`src/hdl/iupac_sequence_matcher_defines.svh`:
```
// Assertion macros shared by the matcher RTL.
`ifndef IUPAC_SEQUENCE_MATCHER_DEFINES_SVH
`define IUPAC_SEQUENCE_MATCHER_DEFINES_SVH

// Checked at every rising edge, masked while reset is asserted.
`define ISM_ASSERT(label, prop, msg) \
    label: assert property (@(posedge i_clk) disable iff (!i_rst_n) (prop)) \
        else $error(msg);

// Same, but the property is a next-cycle implication from the caller's pre and post.
`define ISM_ASSERT_NEXT(label, pre, post, msg) \
    label: assert property (@(posedge i_clk) disable iff (!i_rst_n) \
        (pre) |=> (post)) else $error(msg);

`endif

```
`src/hdl/ism_pkg.sv`:
```
`timescale 1ns / 1ps
`default_nettype none

package ism_pkg;

    localparam int OUT_WIDTH = 16;
    localparam int BASE_WIDTH = 8;
    localparam int SYM_COUNT = 18;

    typedef logic [SYM_COUNT-1:0] t_sym_mask;
    typedef logic [BASE_WIDTH-1:0] t_base;

    localparam logic [OUT_WIDTH-1:0] OUT_MAX = {OUT_WIDTH{1'b1}};

    // One bit per symbol of the IUPAC alphabet plus gap and unknown marks
    localparam t_sym_mask SYM_A    = t_sym_mask'(1) << 0;
    localparam t_sym_mask SYM_C    = t_sym_mask'(1) << 1;
    localparam t_sym_mask SYM_G    = t_sym_mask'(1) << 2;
    localparam t_sym_mask SYM_T    = t_sym_mask'(1) << 3;
    localparam t_sym_mask SYM_R    = t_sym_mask'(1) << 4;
    localparam t_sym_mask SYM_Y    = t_sym_mask'(1) << 5;
    localparam t_sym_mask SYM_S    = t_sym_mask'(1) << 6;
    localparam t_sym_mask SYM_W    = t_sym_mask'(1) << 7;
    localparam t_sym_mask SYM_K    = t_sym_mask'(1) << 8;
    localparam t_sym_mask SYM_M    = t_sym_mask'(1) << 9;
    localparam t_sym_mask SYM_B    = t_sym_mask'(1) << 10;
    localparam t_sym_mask SYM_D    = t_sym_mask'(1) << 11;
    localparam t_sym_mask SYM_H    = t_sym_mask'(1) << 12;
    localparam t_sym_mask SYM_V    = t_sym_mask'(1) << 13;
    localparam t_sym_mask SYM_N    = t_sym_mask'(1) << 14;
    localparam t_sym_mask SYM_DOT  = t_sym_mask'(1) << 15;
    localparam t_sym_mask SYM_DASH = t_sym_mask'(1) << 16;
    localparam t_sym_mask SYM_QM   = t_sym_mask'(1) << 17;
    localparam t_sym_mask SYM_NONE = '0;

    // Only upper-case letters fold; everything else passes as is
    function automatic t_base fold_case(input t_base c);
        t_base r;
        r = c;
        if (c inside {["A":"Z"]}) begin
            r = c + t_base'(32);
        end
        return r;
    endfunction

    function automatic t_sym_mask sym_of(input t_base c);
        t_sym_mask m;
        case (fold_case(c))
            "a":     m = SYM_A;
            "c":     m = SYM_C;
            "g":     m = SYM_G;
            "t":     m = SYM_T;
            "r":     m = SYM_R;
            "y":     m = SYM_Y;
            "s":     m = SYM_S;
            "w":     m = SYM_W;
            "k":     m = SYM_K;
            "m":     m = SYM_M;
            "b":     m = SYM_B;
            "d":     m = SYM_D;
            "h":     m = SYM_H;
            "v":     m = SYM_V;
            "n":     m = SYM_N;
            ".":     m = SYM_DOT;
            "-":     m = SYM_DASH;
            "?":     m = SYM_QM;
            default: m = SYM_NONE;
        endcase
        return m;
    endfunction

    // Set of B symbols accepted by a given A code
    function automatic t_sym_mask accepted_set(input t_base a);
        t_sym_mask m;
        case (fold_case(a))
            "a": m = SYM_A | SYM_R | SYM_W | SYM_M | SYM_D | SYM_H | SYM_V | SYM_N;
            "c": m = SYM_C | SYM_Y | SYM_S | SYM_M | SYM_B | SYM_H | SYM_V | SYM_N;
            "g": m = SYM_G | SYM_R | SYM_S | SYM_K | SYM_B | SYM_D | SYM_V | SYM_N;
            "t": m = SYM_T | SYM_Y | SYM_W | SYM_K | SYM_B | SYM_D | SYM_H | SYM_N;
            "r": m = SYM_A | SYM_G | SYM_R | SYM_N;
            "y": m = SYM_C | SYM_T | SYM_Y | SYM_N;
            "s": m = SYM_G | SYM_C | SYM_S | SYM_N;
            "w": m = SYM_A | SYM_T | SYM_W | SYM_N;
            "k": m = SYM_G | SYM_T | SYM_K | SYM_N;
            "m": m = SYM_A | SYM_C | SYM_M | SYM_N;
            "b": m = SYM_C | SYM_G | SYM_T | SYM_B | SYM_N;
            "d": m = SYM_A | SYM_G | SYM_T | SYM_D | SYM_N;
            "h": m = SYM_A | SYM_C | SYM_T | SYM_H | SYM_N;
            "v": m = SYM_A | SYM_C | SYM_G | SYM_V | SYM_N;
            "n": m = SYM_A | SYM_C | SYM_G | SYM_T | SYM_R | SYM_Y | SYM_S | SYM_W
                   | SYM_K | SYM_M | SYM_B | SYM_D | SYM_H | SYM_V | SYM_N;
            ".", "-": m = SYM_DOT | SYM_DASH;
            "?":     m = SYM_QM;
            default: m = SYM_NONE;
        endcase
        return m;
    endfunction

    function automatic logic codes_match(input t_base a, input t_base b);
        return |(accepted_set(a) & sym_of(b));
    endfunction

endpackage

`default_nettype wire

```
`src/hdl/iupac_sequence_matcher.sv`:
```
`timescale 1ns / 1ps
`default_nettype none
//  channel | valid      | ready       | payload
//  --------+------------+-------------+------------------------------------------
//  in      | i_in_valid | o_in_ready  | i_base_a, i_base_b, i_a_ends, i_b_ends
//  out     | o_out_valid| i_out_ready | o_equal, o_matching_positions
//
//  One base pair per cycle while the input does not stall. Each transfer lands in
//  an input register and is looked up there; a non-end item is folded into the
//  match state in the next cycle, while an end item waits until the result
//  register is free, then writes it and raises o_out_valid for the receiver. Reset (i_rst_n
//  low, synchronous) empties both registers and sets all-matched with a zero
//  count. Input stalls only while an end item sits in the input register and
//  the result register still holds an untaken result.

`include "iupac_sequence_matcher_defines.svh"

module iupac_sequence_matcher #(
    parameter int COUNT_WIDTH = 16
) (
    input  wire logic                         i_clk,
    input  wire logic                         i_rst_n,
    input  wire logic                         i_in_valid,
    output logic                              o_in_ready,
    input  wire logic [7:0]                   i_base_a,
    input  wire logic [7:0]                   i_base_b,
    input  wire logic                         i_a_ends,
    input  wire logic                         i_b_ends,
    output logic                              o_out_valid,
    input  wire logic                         i_out_ready,
    output logic                              o_equal,
    output logic [ism_pkg::OUT_WIDTH-1:0]     o_matching_positions
);

    localparam int CW = COUNT_WIDTH;
    localparam int OW = ism_pkg::OUT_WIDTH;
    // common width for the saturating compare against the output range
    localparam int EW = (CW > OW) ? CW : OW;
    localparam logic [CW-1:0] CNT_MAX = {CW{1'b1}};

    // input register
    logic                   r_s1_valid;
    ism_pkg::t_base         r_s1_base_a;
    ism_pkg::t_base         r_s1_base_b;
    logic                   r_s1_a_ends;
    logic                   r_s1_b_ends;

    // running comparison state
    logic                   r_all_matched, n_all_matched;
    logic [CW-1:0]          r_match_count, n_match_count;

    // result register
    logic                   r_out_valid;
    logic                   r_equal;
    logic [OW-1:0]          r_match_out;

    logic                   s1_match;
    logic                   s1_end;
    logic                   s1_fire;
    logic                   out_free;
    logic [EW-1:0]          cnt_ext;
    logic [OW-1:0]          cnt_sat;

    assign out_free = !r_out_valid || i_out_ready;
    assign s1_end   = r_s1_a_ends || r_s1_b_ends;
    // a non-end item only updates state, so it never waits on the output side
    assign s1_fire  = r_s1_valid && (!s1_end || out_free);

    assign o_in_ready = !r_s1_valid || s1_fire;

    assign s1_match = ism_pkg::codes_match(r_s1_base_a, r_s1_base_b);

    always_comb begin
        n_all_matched = r_all_matched & s1_match;
        n_match_count = r_match_count;
        if (s1_match && (r_match_count != CNT_MAX)) begin
            n_match_count = r_match_count + CW'(1);
        end
    end

    // count as reported: clamp to the output range
    assign cnt_ext = EW'(n_match_count);
    assign cnt_sat = (cnt_ext > EW'(ism_pkg::OUT_MAX)) ? ism_pkg::OUT_MAX
                                                       : cnt_ext[OW-1:0];

    always_ff @(posedge i_clk) begin
        if (!i_rst_n) begin
            r_s1_valid    <= 1'b0;
            r_all_matched <= 1'b1;
            r_match_count <= '0;
            r_out_valid   <= 1'b0;
        end else begin
            if (o_in_ready) begin
                r_s1_valid <= i_in_valid;
            end

            // a new result takes the slot even when the old one leaves now
            if (s1_fire && s1_end) begin
                r_out_valid <= 1'b1;
            end else if (i_out_ready) begin
                r_out_valid <= 1'b0;
            end

            if (s1_fire) begin
                if (s1_end) begin
                    // emit and start the next pair from the reset state
                    r_all_matched <= 1'b1;
                    r_match_count <= '0;
                end else begin
                    r_all_matched <= n_all_matched;
                    r_match_count <= n_match_count;
                end
            end
        end
    end

    // payload registers, no reset
    always_ff @(posedge i_clk) begin
        if (o_in_ready && i_in_valid) begin
            r_s1_base_a <= i_base_a;
            r_s1_base_b <= i_base_b;
            r_s1_a_ends <= i_a_ends;
            r_s1_b_ends <= i_b_ends;
        end
        if (s1_fire && s1_end) begin
            r_equal     <= r_s1_a_ends && r_s1_b_ends && n_all_matched;
            r_match_out <= cnt_sat;
        end
    end

    assign o_out_valid          = r_out_valid;
    assign o_equal              = r_equal;
    assign o_matching_positions = r_match_out;

    `ISM_ASSERT_NEXT(a_state_clears, s1_fire && s1_end,
        r_all_matched && (r_match_count == '0), "state not cleared after end item")
    `ISM_ASSERT_NEXT(a_count_monotonic, s1_fire && !s1_end,
        r_match_count >= $past(r_match_count), "match count went down mid-sequence")
    `ISM_ASSERT(a_equal_has_count, (o_out_valid && o_equal) |-> (o_matching_positions != '0),
        "equal result reported with zero matches")
    `ISM_ASSERT(a_stall_cause,
        !o_in_ready |-> (r_s1_valid && s1_end && r_out_valid && !i_out_ready),
        "input stalled without a blocked end item")

endmodule

`default_nettype wire

```
`config.mk`:
```
export PLATFORM = sky130hd
export DESIGN_NAME = iupac_sequence_matcher
export DESIGN_NICKNAME = d
export VERILOG_FILES = /design/src/hdl/ism_pkg.sv /design/src/hdl/iupac_sequence_matcher.sv
export VERILOG_INCLUDE_DIRS = /design/src /design/src/hdl
export SDC_FILE = /design/constraint.sdc
export NUM_CORES = 1
export LEC_CHECK = 0
export ABC_AREA = 1
export BUFFER_PORTS_ARGS = -buffer_cell sky130_fd_sc_hd__buf_2
export CORE_MARGIN = 8
export CORE_UTILIZATION = 50
export CTS_CLUSTER_DIAMETER = 30
export DETAILED_ROUTE_END_ITERATION = 8
export PLACE_DENSITY = 0.78
export SYNTH_ARGS = -nofsm -noshare
export SYNTH_HDL_FRONTEND = slang
export SYNTH_SLANG_ARGS = --single-unit
```
`constraint.sdc`:
```
create_clock -name i_clk -period 3.1 [get_ports i_clk]
set_input_delay 0.31 -clock i_clk [delete_from_list [all_inputs] [get_ports i_clk]]
set_output_delay 0.31 -clock i_clk [all_outputs]
set_load 0.02 [all_outputs]
```
# Word level (Yosys, flattened, before mapping)
# Cells that the tools add are included.
[word_totals]
output_inout_bits = 19
wordCells = 84
ff_bits = 54
[classes]
n_reduce_logical = 18
add_sub_neg = 3
order_cmp = 5
muxes = 9
n_bitwise = 2
n_eq_ne = 37
[op_table]
columns = ["operator", "n"]
rows = [
  ["$pmux W18 S18", 1],
  ["$pmux W18 S17", 1],
  ["$eq A8 B7 Y1 const B", 30],
  ["$eq A8 B6 Y1 const B", 6],
  ["$mux W16", 2],
  ["$and A18 B18 Y18", 1],
  ["$reduce_or A18 Y1", 1],
  ["$add A16 B1 Y16 const B", 1],
  ["$add A8 B6 Y8 const B", 2],
  ["$ge A8 B7 Y1 const B", 2],
  ["$gt A16 B16 Y1 const B", 1],
  ["$le A8 B7 Y1 const B", 2],
  ["$mux W8", 2],
  ["$ne A16 B16 Y1 const B", 1],
  ["$logic_and A1 B1 Y1", 8],
  ["$logic_or A1 B1 Y1", 4],
  ["$logic_not A1 Y1", 3],
  ["$mux W1", 3],
  ["$reduce_bool A2 Y1", 1],
  ["$reduce_or A2 Y1", 1],
  ["$and A1 B1 Y1", 1],
]

# Depth between registers and ports, before layout
[logic_depth]
word_depth = 11
depth_mapped = 24

# Worst setup path before layout
# No wires, ideal clock.
[synth_timing]
path_type = "register to register"
from = "reg r_s1_base_a[6]"
to = "reg r_match_out[4] (netlist: o_matching_positions[4]) (data pin)"
synth_period_minus_slack_ns = 2.496
path_slack_ns = 0.604
arrival_time_ns = 2.242
t_required_ns = 2.845
setup_ns = 0.255
stages_incl_launch_ff = 19
path_cell_list = "edfxtp_1 > ha_1 > nor2_1 > nand3_2 > nand2_1 > nor2_4 > buf_4 > o211ai_1 > nand3_1 > nand2_1 > inv_1 > nor2_1 > nand2_1 > nor2_2 > nand4_4 > buf_6 > nand2_1 > nand2_1 > and2_1"
[synth_between]
elab_chain_len = 11
elab_cells_between_ends = 30
classes_between = "1 x add/sub; 3 x order compare; 18 x eq/ne; 3 x mux; 1 x bitwise; 4 x reduce/logical"
[synth_rtl]
columns = ["element", "line_no", "text"]
rows = [
  ["start: declaration", "iupac_sequence_matcher.sv:43", "ism_pkg::t_base r_s1_base_a;"],
  ["start signal: assignment", "iupac_sequence_matcher.sv:120", "r_s1_base_a <= i_base_a;"],
  ["$ge A8 B7 Y1 / $le A8 B7 Y1 (equally long branches)", "ism_pkg.sv:40", "if (c inside {[\"A\":\"Z\"]}) begin"],
  ["$logic_and A1 B1 Y1", "ism_pkg.sv:40", ""],
  ["$mux W8 *", "ism_pkg.sv:40", ""],
  ["$eq A8 B6 Y1", "ism_pkg.sv:75", "case (fold_case(a))"],
  ["$reduce_or A2 Y1", "ism_pkg.sv:75", ""],
  ["$pmux W18 S17 *", "ism_pkg.sv:75", ""],
  ["$and A18 B18 Y18 *", "ism_pkg.sv:100", "return |(accepted_set(a) & sym_of(b));"],
  ["$reduce_or A18 Y1 *", "ism_pkg.sv:100", ""],
  ["$logic_and A1 B1 Y1 *", "iupac_sequence_matcher.sv:76", "if (s1_match && (r_match_count != CNT_MAX)) begin"],
  ["$mux W16 *", "iupac_sequence_matcher.sv:76", ""],
  ["named net cnt_ext[4]", "iupac_sequence_matcher.sv:61", "logic [EW-1:0] cnt_ext;"],
  ["$gt A16 B16 Y1", "iupac_sequence_matcher.sv:83", "assign cnt_sat = (cnt_ext > EW'(ism_pkg::OUT_MAX)) ? ism_pkg::OUT_MAX"],
  ["end signal: assignment", "iupac_sequence_matcher.sv:127", "r_match_out <= cnt_sat;"],
  ["end: declaration", "iupac_sequence_matcher.sv:55", "logic [OW-1:0] r_match_out;"],
]
# Mark *: on every way through the listed nets, which the timed path passes. The rest lies on a longest branch.
# A chain may end at the register's enable or synchronous reset.

# Worst setup path in the final report
[layout_timing]
from = "reg r_s1_base_a[6]"
to = "reg r_match_out[8] (netlist: o_matching_positions[8]) (data pin)"
# The elaborated chain is that of the path after synthesis.

==> metrics.md <==
| Metric | Value |
|---|---|
| First-pass iteration count of the detailed router | `5` |
| Total number of vias | `~3,600` |
| Post-DP HPWL | `6.562 mm` |
| Final period utilization | `between 90 and 100%` |
| Placed cell areas | `~3900 um^2` |
| Worst Hold Margin | `about 0.17 ns` |
| Fmax | `between 300 and 400 MHz` |
| CP max stage cell | `edfxtp_1` |
| I/O Buffers | `40` |
| Setup CP Type | `register to register` |
| CTS clk-pin slew, worst paths | `about 0.09 ns` |
| Gpl congestion | `just over 0.9` |
| Synthesized flop and latch total | `54` |
| PnR worst setup slack | `approximately 0.23 ns` |
| Synth warnings | `0` |
| Vias in the first global route | `3,471` |
| Worst path max stage delay | `between 0.4 and 0.5 ns` |
| Setup violations, final | `0` |
| Die Y | `a little over 100 um` |
| Crit Path Max Fanout | `10` |
| Final Critical Period | `2.866 ns` |
| Initial DRC count | `about 160` |
| Synth top area share | `28.81%` |
| Status | `finished, final reports clean` |
| First-pass GRT wire length | `14.85 mm` |
| Core Region | `a little over 7000 um^2` |
| Design Area, Final | `4159 um^2` |
| Arrival @ worst endpoint | `between 2 and 3 ns` |
| Synth Instances | `approximately 520` |
| Total Nets Final | `599` |
| Reg2Reg Setup Slack | `between 0.2 and 0.25 ns` |
| FF-to-FF Start | `r_s1_base_a[6]$_DFFE_PP_` |
| Final wirelength | `about 9.0 mm` |
| CP Cell Sequence | `ha_1, nor2_1, nand3_2, nand2_2, nor2_4, buf_4, nand3_1, nand2_1, nor2_1, nand2_1, nand2_1, nand2_1, nor2_4, nand4_4, nand2_1, nand2_1, and2_1` |
| Clk_lat worst skew | `between 0.3 and 0.4 ns` |
| Hold-fix buffers at CTS | `0` |
| CTS tree | `done` |
| Slew headroom | `53.48%` |
| Worst Tran Pin Value | `0.6970 ns` |
| H-tree levels | `2` |
| Post-place setup slack | `-0.002987 ns` |
| Initial Util | `about half` |
| Crit. End Element | `register` |
| Initial antenna violation count | `0` |
| Sequential-to-total area share from yosys stat | `roughly two fifths` |
| Worst Reg-to-Reg Cells | `17` |
| Floorplan row count | `31` |
| Commonest non-fill, non-tap cell in the layout | `nand2_1` |
| Filler Cell Count | `roughly 670` |
| Largest net degree at the start of global routing | `32` |
| GRT Total Usage | `between 10% and 20%` |
| Clk sink count | `54` |
| LEAKAGE | `a little under 2 nW` |
| HP Start | `i_base_b[5]` |
| PD cells | `around 320 nW/um^2` |
| Vias/cell | `5.292` |
| Largest cells by area after synthesis | `edfxtp_1 29%, nand2_1 16%, dfxtp_1 10%` |
| Hold WC Path Type | `input port to register` |
| CTS root buffer | `clkbuf_8` |
| Max-Cap Viols | `0` |
| Area of the multi-input gates | `1914 um^2` |
| Post-route clock skew | `between 0.006 and 0.007 ns` |
| Worst r2r dst | `o_matching_positions[8]$_DFFE_PP_` |
| Hold path cells | `1` |
| Final slew viol count | `0` |
| # DRC | `0` |
| Global route overflow | `0` |
| Synth Area per Inst | `approximately 7 um^2` |
| Antenna-violating nets left | `0` |
| Layout cells sized above 1 | `17.74%` |
| Setup crit start kind | `register` |
| DIE WIDTH | `101.4 um` |
| Syn nets | `roughly 550` |
| Hold Vio Cnt, Final | `0` |
| Max VDD drop | `approximately 0.00023 V` |
| CP required | `~3.2 ns` |
| CTS buffer count | `5` |
| Reg area | `between 1000 and 1500 um^2` |
| Die ar. | `10,290 um^2` |
| Hold EP | `r_s1_base_b[5]$_DFFE_PP_` |
| Cell repeated most along the worst path | `nand2_1` |
| Area delta synth->final | `13.99%` |
| Yosys cell types | `33` |
| Most frequent cells in the layout | `156 x nand2_1, 74 x inv_1, 63 x nor2_1` |
| Cell taking the most area after synthesis | `edfxtp_1` |
| Total negative slack | `0 ns` |
| Power consumption | `1.348 mW` |
| CP top delay family | `simple AND/OR/NAND/NOR gates` |
| # IOs | `a little over 40` |
| Diodes inserted | `0` |
| WL per Instance | `13.42 um` |
| Max Buffers Root-to-Sink | `2` |
| CP Buf/Inv Count | `1` |
| Cell area after synthesis | `3648 um^2` |
## report_power, final
part	internal (mW)	switching (mW)
combinational	0.0497	0.110
sequential	0.789	0.0160
clock	0.160	0.223
total	0.999	0.349
## per-layer routing
metal  vias up  share of wire [%]  global-route usage [%]
met3        21                5.5                   3.368
met4         0                2.6                   8.935
met5         -                  0                       0
li1       1795                  -                       -
met2       110                 52                   32.79
met1      1641                 40                   18.69
## flip-flops by register name, indices dropped and copies added (netlist names)
signal	flops
o_equal	1
r_match_count	16
r_s1_b_ends	1
o_matching_positions	16
r_s1_valid	1
o_out_valid	1
r_s1_base_a	8
r_all_matched	1
r_s1_base_b	8
r_s1_a_ends	1
## timing repair
item                       in CTS  in global routing
pin swaps                       1                  5
buffers inserted                0                 11
cloned                          1                  2
setup endpoints to repair       4                 34
gates resized for setup         0                  7
## area by class of cell
class                   instances  share of cell area, %
well taps                      99                  2.978
clock buffers                   6                  1.745
repair buffers                 52                  7.280
flip-flops and latches         54                  34.42
multi-input cells             381                  46.03
clock inverters                 2                 0.3309
inverters                      80                  7.220
## cell usage after synthesis (all sizes together)
cell type / n
nand2: 162
inv: 78
nor2: 71
nand3: 64
edfxtp: 35
a21oi: 25
dfxtp: 19
nor3: 19
nand4: 10
buf: 7
o21ai: 7
o211ai: 6
and2: 5
ha: 3
clkbuf: 2
clkinv: 2
a31oi: 1
and3: 1
nor3b: 1
nor4: 1
o21bai: 1
o41ai: 1
## cells by family (layout without fill, tap and decap cells)
family	Yosys count	in the layout	synth area share, %
simple gates	334	337	42.15
buf+inv	89	140	10.32
flops	54	54	39.23
compound gates	41	41	7.270
fa+ha+maj	3	3	1.029
## through the flow
step / util, % / cells
2_1_floorplan: - / 521
3_3_place_gp: 54.40 / 652
3_5_place_dp: 54.40 / 652
4_1_cts: 55.69 / 661
5_1_grt: 57.96 / 674
6_report: 57.96 / 674
## worst max-delay path by stage
stage | startpoint | end | slack (ns) | cells after the start
after CTS | r_s1_base_a[6]$_DFFE_PP_ | o_matching_positions[8]$_DFFE_PP_ | 0.06 | 16
final | r_s1_base_a[6]$_DFFE_PP_ | o_matching_positions[8]$_DFFE_PP_ | 0.23 | 17
after global placement | r_s1_base_a[1]$_DFFE_PP_ | o_matching_positions[8]$_DFFE_PP_ | 0.12 | 15
after global routing | r_s1_base_a[5]$_DFFE_PP_ | o_matching_positions[5]$_DFFE_PP_ | -0.02 | 16
after floorplan | r_s1_base_a[6]$_DFFE_PP_ | o_matching_positions[4]$_DFFE_PP_ | 0.60 | 18
after detailed placement | r_s1_base_a[1]$_DFFE_PP_ | o_matching_positions[4]$_DFFE_PP_ | -0.003 | 15
## worst reg2reg max path, cell delays in order (launching register included)
cell and delay (ns):
edfxtp_1 0.45, ha_1 0.31, nor2_1 0.13, nand3_2 0.10, nand2_2 0.13, nor2_4 0.09, buf_4 0.15, nand3_1 0.09
nand2_1 0.06, nor2_1 0.10, nand2_1 0.09, nand2_1 0.11, nand2_1 0.10, nor2_4 0.21, nand4_4 0.21, nand2_1 0.11
nand2_1 0.06, and2_1 0.13
(Power assumes the default switching activity.)
